**src/sv/pfe_pkg.sv**
```systemverilog
`timescale 1ns / 1ps
package pfe_pkg;

  localparam int DATA_W = 32;
  localparam int DIGIT_W = 4;
  localparam int QUEUE_DEPTH = 4;
  localparam int QPTR_W = $clog2(QUEUE_DEPTH);
  localparam int QCNT_W = $clog2(QUEUE_DEPTH + 1);
  localparam int DIV_CNT_W = $clog2(DATA_W);

  localparam logic [7:0] SYM_ZERO  = 8'h30;
  localparam logic [7:0] SYM_NINE  = 8'h39;
  localparam logic [7:0] SYM_PLUS  = 8'h2B;
  localparam logic [7:0] SYM_MINUS = 8'h2D;
  localparam logic [7:0] SYM_TIMES = 8'h2A;
  localparam logic [7:0] SYM_SLASH = 8'h2F;

  typedef enum logic [2:0] {
    OP_PUSH,
    OP_ADD,
    OP_SUB,
    OP_MUL,
    OP_DIV,
    OP_DROP
  } op_t;

  typedef struct packed {
    op_t                 op;
    logic [DIGIT_W-1:0]  digit;
    logic                last;
  } cmd_t;

endpackage

```
**src/sv/pfe_front.sv**
```systemverilog
`timescale 1ns / 1ps
module pfe_front
  import pfe_pkg::*;
(
  input  logic       clk,
  input  logic       rst_n,
  input  logic       in_valid,
  output logic       in_stall,
  input  logic [7:0] in_symbol,
  input  logic       in_last,
  output logic       cmd_valid,
  output cmd_t       cmd,
  input  logic       cmd_take
);

  cmd_t              q_mem [QUEUE_DEPTH];
  logic [QPTR_W-1:0] wr_ptr_r, wr_ptr_nxt;
  logic [QPTR_W-1:0] rd_ptr_r, rd_ptr_nxt;
  logic [QCNT_W-1:0] q_cnt_r, q_cnt_nxt;
  cmd_t              cls;
  logic              push;

  // classify the incoming character
  always_comb begin
    cls.digit = in_symbol[DIGIT_W-1:0];
    cls.last  = in_last;
    unique case (in_symbol) inside
      [SYM_ZERO:SYM_NINE]: cls.op = OP_PUSH;
      SYM_PLUS:            cls.op = OP_ADD;
      SYM_MINUS:           cls.op = OP_SUB;
      SYM_TIMES:           cls.op = OP_MUL;
      SYM_SLASH:           cls.op = OP_DIV;
      default:             cls.op = OP_DROP;
    endcase
  end

  assign in_stall  = (q_cnt_r == QCNT_W'(QUEUE_DEPTH));
  assign push      = in_valid && !in_stall;
  assign cmd_valid = (q_cnt_r != '0);
  assign cmd       = q_mem[rd_ptr_r];

  always_comb begin
    wr_ptr_nxt = wr_ptr_r;
    rd_ptr_nxt = rd_ptr_r;
    q_cnt_nxt  = q_cnt_r;
    if (push) begin
      wr_ptr_nxt = wr_ptr_r + 1'b1;
    end
    if (cmd_take) begin
      rd_ptr_nxt = rd_ptr_r + 1'b1;
    end
    if (push && !cmd_take) begin
      q_cnt_nxt = q_cnt_r + 1'b1;
    end else if (!push && cmd_take) begin
      q_cnt_nxt = q_cnt_r - 1'b1;
    end
  end

  always_ff @(posedge clk) begin
    if (!rst_n) begin
      wr_ptr_r <= '0;
      rd_ptr_r <= '0;
      q_cnt_r  <= '0;
    end else begin
      wr_ptr_r <= wr_ptr_nxt;
      rd_ptr_r <= rd_ptr_nxt;
      q_cnt_r  <= q_cnt_nxt;
    end
    if (push) begin
      q_mem[wr_ptr_r] <= cls;
    end
  end

endmodule

```
**config.mk**
```make
export PLATFORM = sky130hd
export DESIGN_NAME = pfe_front
export DESIGN_NICKNAME = d
export VERILOG_FILES = /design/src/sv/pfe_pkg.sv /design/src/sv/pfe_front.sv
export SDC_FILE = /design/constraint.sdc
export NUM_CORES = 1
export LEC_CHECK = 0
export ABC_AREA = 1
export BUFFER_PORTS_ARGS = -buffer_cell sky130_fd_sc_hd__buf_2
export CORE_UTILIZATION = 60
export DETAILED_ROUTE_END_ITERATION = 8
export PLACE_DENSITY = 0.93
export RECOVER_POWER = 25
export SKIP_LAST_GASP = 1
export SLEW_MARGIN = 10
export SYNTH_ARGS = -nofsm -noshare
export SYNTH_HDL_FRONTEND = slang
export SYNTH_SLANG_ARGS = --single-unit
```
**constraint.sdc**
```tcl
create_clock -name clk -period 3 [get_ports clk]
set_input_delay 0.3 -clock clk [delete_from_list [all_inputs] [get_ports clk]]
set_output_delay 0.3 -clock clk [all_outputs]
set_load 0.005 [all_outputs]
```
# Word level (Yosys, flattened, before mapping)
# Memory sizes are Yosys's and may differ from the RTL's. A register that Yosys moved wholly into a read port is not among the register bits.
# Cells that the tools add are included.
word_totals:
  memories: 1
  ram_bits: 32
  output_inout_bits: 10
  elab_cells: 31
  ff_bits: 7
mem_list:
  columns: ["memory", "words", "word_bits", "rd", "rd_ports_with_merged_regs", "write_ports", "line", "source"]
  rows:
  - ["q_mem", 4, 8, 1, 1, 1, "pfe_front.sv:16", "cmd_t q_mem [QUEUE_DEPTH];"]
op_classes:
  mux: 7
  n_eq_ne: 5
  addsub: 4
  n_lt_le_gt_ge: 2
  n_reduce_logical: 9
ops:
  columns: ["op", "n"]
  rows:
  - ["8-bit by 6-bit == test with 1-bit output, second input constant", 4]
  - ["3-bit case mux with 5 select lines", 1]
  - ["8-bit by 6-bit greater-or-equal comparator with 1-bit output, second input constant", 1]
  - ["8-bit by 6-bit <= comparator with 1-bit output, second input constant", 1]
  - ["3-bit 2-to-1 mux", 2]
  - ["2-bit by 1-bit adder with 2-bit output, second input constant", 2]
  - ["1-bit logical AND", 4]
  - ["2-bit 2-to-1 mux", 2]
  - ["3-bit by 1-bit adder with 3-bit output, second input constant", 1]
  - ["3-bit == test, second input constant", 1]
  - ["1-bit logical NOT", 3]
  - ["3-bit nonzero test", 1]
  - ["3-bit by 1-bit subtractor with 3-bit output, second input constant", 1]
  - ["1-bit 2-to-1 mux", 2]
  - ["2-bit nonzero test", 1]

# Depth between registers and ports, before layout
depth:
  ltp_word: 7
  ltp_mapped: 12
  ltp_nobuf: 12

# Least setup slack after synthesis
# No wires, ideal clock.
synth_path:
  path_type: "register to register"
  start: "register q_cnt_r[0]"
  end: "register q_cnt_r[2]"
  path_buffers: 0
  slack_ns: 1.169
  required_time_ns: 2.887
  setup_ns: 0.113
  stages_incl_launch_ff: 13
  arrival_ns: 1.718
  path_cell_list: "dfxtp_1 > inv_2 > nand3_1 > nand2_2 > inv_1 > ha_1 > inv_1 > fa_1 > or2_2 > nand2_1 > nand2_1 > nand2_1 > nor2_1"
synth_between:
  elab_chain_len: 6
  word_cells_on_any_way: 11
synth_lines:
  columns: ["item", "line", "source"]
  rows:
  - ["start, declared", "pfe_front.sv:19", "logic [QCNT_W-1:0] q_cnt_r, q_cnt_nxt;"]
  - ["start signal, assigned", "pfe_front.sv:67", "q_cnt_r <= q_cnt_nxt;"]
  - ["3-bit == test *", "pfe_front.sv:37", "assign in_stall = (q_cnt_r == QCNT_W'(QUEUE_DEPTH));"]
  - ["1-bit logical NOT *", "pfe_front.sv:38", "assign push = in_valid && !in_stall;"]
  - ["1-bit logical AND *", "pfe_front.sv:38", null]
  - ["named net push", "pfe_front.sv:21", "logic push;"]
  - ["1-bit logical NOT", "pfe_front.sv:54", "end else if (!push && cmd_take) begin"]
  - ["1-bit logical AND", "pfe_front.sv:54", null]
  - ["2-bit nonzero test (no source line)", null, null]
# The timed path passes the listed nets; every way through them passes the cells marked *. The select of a mux whose other input is x is not followed.
# A chain may end at the register's enable or synchronous reset.

==> reports/qor.csv <==
stage,metric,value,unit
detailed_routing,DR WL/cell,14.7,um
cells_and_area,Nets,206,
placed_design,GP Congestion,0.746,
synthesis,Post-Syn Area,1750,um2
timing,RSZ-0062 raised after global routing,false,
synthesis,yosys synthesis warning count,0,
detailed_routing,drt initial violations,75,
timing,period utilization,71.1,%
worst_setup_path,slowest CP cell,dfxtp_1,
synthesis,syn nets,179,
synthesis,post-synthesis xor/xnor area fraction,0,%
pwr,leakage,0.758,nW
detailed_routing,Final ANT Viol Nets,0,
timing,Slew @ Worst Pin,0.851,ns
cells_and_area,Layout area overhead,11.2,%
synthesis,mux contribution to synthesized area,0,%
global_routing,vias in the first global route,1234,
cells_and_area,"most common cell after layout, fill and taps aside",edfxtp_1,
floorplanning,core area,2760,um2
synthesis,synthesized instance count,160,
timing,Period minus WS final,2.13,ns
cells_and_area,ant diodes,0,
floorplanning,Initial Util,63.3,%
timing,worst hold slack,0.223,ns
hold_path,Worst Hold Class,in2reg,
clock_tree,CTS buffer count,5,
floorplanning,DIE AREA,3130,um2
run_status,status,"complete, no violations",
cells_and_area,Multi-input gate area,508,um2
clock_tree,PostCTS Resize Cnt,0,
floorplanning,I/O pin count,23,
worst_setup_path,crit start category,flip-flop,
cells_and_area,Reg area,1140,um2
timing,Layout Skew,0.00294,ns
cells_and_area,most frequent cells in the layout,"32 x edfxtp_1, 31 x nor2_1, 20 x o21ai_0, 18 x inv_1, 17 x buf_2",
synthesis,adder-cell share of the synthesized area,4.73,%
synthesis,Yosys cell types,20,
worst_setup_path,critical path class,reg2out,
pwr,pwr/cell area,615,nW/um2
worst_setup_path,CP max stage delay,0.72,ns
synthesis,Simple-Gate Fraction of Synth Area,12.8,%
detailed_routing,Vias/cell,5.68,
placed_design,Detail Placement HPWL,2290,um
detailed_routing,DR pass1 iterations,7,
cells_and_area,share of cells above drive strength 1,16.5,%
worst_setup_path,WP data required,2.70,ns
synthesis,largest family of logic cells by synthesized area,simple AND/OR/NAND/NOR gates,
clock_tree,Worst-path clk slew,0.11,ns
detailed_routing,DRC viols,0,
clock_tree,Post-CTS Setup Bufs,0,
floorplanning,die height,56.0,um
timing,count of final setup violators,0,
global_routing,pin count of the biggest net entering global routing,18,
worst_setup_path,Critical Path End Type,output pin,
synthesis,share of the synthesized area in the top cell type,55.0,%
floorplanning,Std-Cell Rows,19,
clock_tree,CTS Sinks,41,
synthesis,leading area contributor after synthesis,edfxtp_1,
detailed_routing,vias,1243,
placed_design,IO Port Bufs,22,
synthesis,"Seq/Total Area, Yosys",65.3,%
timing,Fmax,0.469,GHz
synthesis,synth top area cells,"edfxtp_1 55%, dfxtp_1 10%, nor2_1 6.7%",
clock_tree,clock insertion delay at the later pin of the skew report,0.34,ns
synthesis,Syn Area/Cell,10.9,um2
synthesis,Synth Area in Compound Gates,11.5,%
worst_setup_path,"delay-heaviest family, CP",flip-flops,
floorplanning,Die X,56.0,um
cells_and_area,Fill cells,200,
synthesis,synthesized flop and latch total,41,
hold_path,worst hold path cell count,1,
worst_setup_path,worst-path fanout max,17,
detailed_routing,drt total wl,3230,um
clock_tree,CTS tree,done,
clock_tree,CTS Hold Bufs,0,
timing,Slew Limit Fails,0,
worst_setup_path,FF-to-FF path depth,12,
timing,setup total negative slack,0,ns
clock_tree,clk buf depth,2,
global_routing,initial antenna violation count,0,
timing,Rel. slew slack,43.0,%
flow_run,max cap viols,0,
worst_setup_path,number of stages on the worst setup path,4,
worst_setup_path,crit path DAT,1.83,ns
pwr,Peak VDD IR,0.605,mV
worst_setup_path,WP buf/inv,2,
cells_and_area,Final Util,70.4,%
global_routing,first-pass GRT wire length,5350,um
worst_setup_path,worst path cell trace,inv_2 > o21ai_0 > o22ai_1 > buf_2,
clock_tree,root buffer cell,clkbuf_4,
pwr,Tot Pwr,1.19,mW
timing,final hold vios,0,
clock_tree,H-tree depth,2,
global_routing,total gr overflow,0,
global_routing,Tot GR Track Use,23.7,%
==> final cells by class <==
cell class | instances | area share [%]
Tap cell | 31 | 2.00
Multi-Input combinational cell | 97 | 26.2
Inverter | 20 | 3.87
Clock buffer | 6 | 2.13
Clock inverter | 2 | 1.74
Sequential cell | 41 | 58.8
Timing Repair Buffer | 22 | 5.35
==> layer usage <==
metal	track usage [%]	share of wire, %	vias up
met5	0	0	-
met1	26.3	38	568
met3	9.53	6.5	17
met2	37.7	52	56
met4	15.7	3.6	0
li1	-	-	602
==> final timing paths <==
kind                                            endpoint  slack (ns)                      from
worst max-delay path                              cmd[2]        0.87                 flip-flop
worst min-delay path               q_mem[3][0]$_DFFE_PP_        0.22                   in_last
worst max register to register   q_cnt_r[2]$_SDFFE_PN0P_        0.90   q_cnt_r[0]$_SDFFE_PN0P_
worst min register to register  rd_ptr_r[1]$_SDFFE_PN0P_        0.45  rd_ptr_r[1]$_SDFFE_PN0P_
==> cells in the mapped netlist, drive strengths merged <==
| cell type | n |
|---|---|
| ha | 5 |
| fa | 1 |
| nor2 | 32 |
| nand2 | 16 |
| edfxtp | 32 |
| a21oi | 4 |
| nand3b | 1 |
| nand3 | 4 |
| o22ai | 8 |
| o21ai | 24 |
| inv | 20 |
| buf | 2 |
| nor3 | 1 |
| or2 | 1 |
| dfxtp | 9 |
==> kinds of logic (layout without fill, tap and decap cells) <==
family	after synthesis	count (layout)
AO/OA/AOI/OAI	36	36
buffers and inverters	22	50
adder cells (fa/ha/maj)	6	6
flip-flops	41	41
AND/OR/NAND/NOR	55	55
==> metrics by stage <==
stage / worst slack, ns / instance area (um2) / instances
detailed placement: 0.944 / 1870 / 211
CTS: 0.833 / 1950 / 219
global placement: 1.13 / 1870 / 211
floorplan: 1.17 / 1750 / 160
finish: 0.866 / 1940 / 219
global route: 0.659 / 1940 / 219
==> power breakdown <==
group	switching [mW]	internal [mW]
clock network	0.168	0.173
registers	0.0248	0.657
logic	0.108	0.0625
total	0.300	0.893
==> sequential cells by signal (all words and copies together) (netlist names), named ones only <==
signal	count
wr_ptr_r	2
q_cnt_r	3
rd_ptr_r	2
q_mem	32
Power figures use the tool's default switching activity.
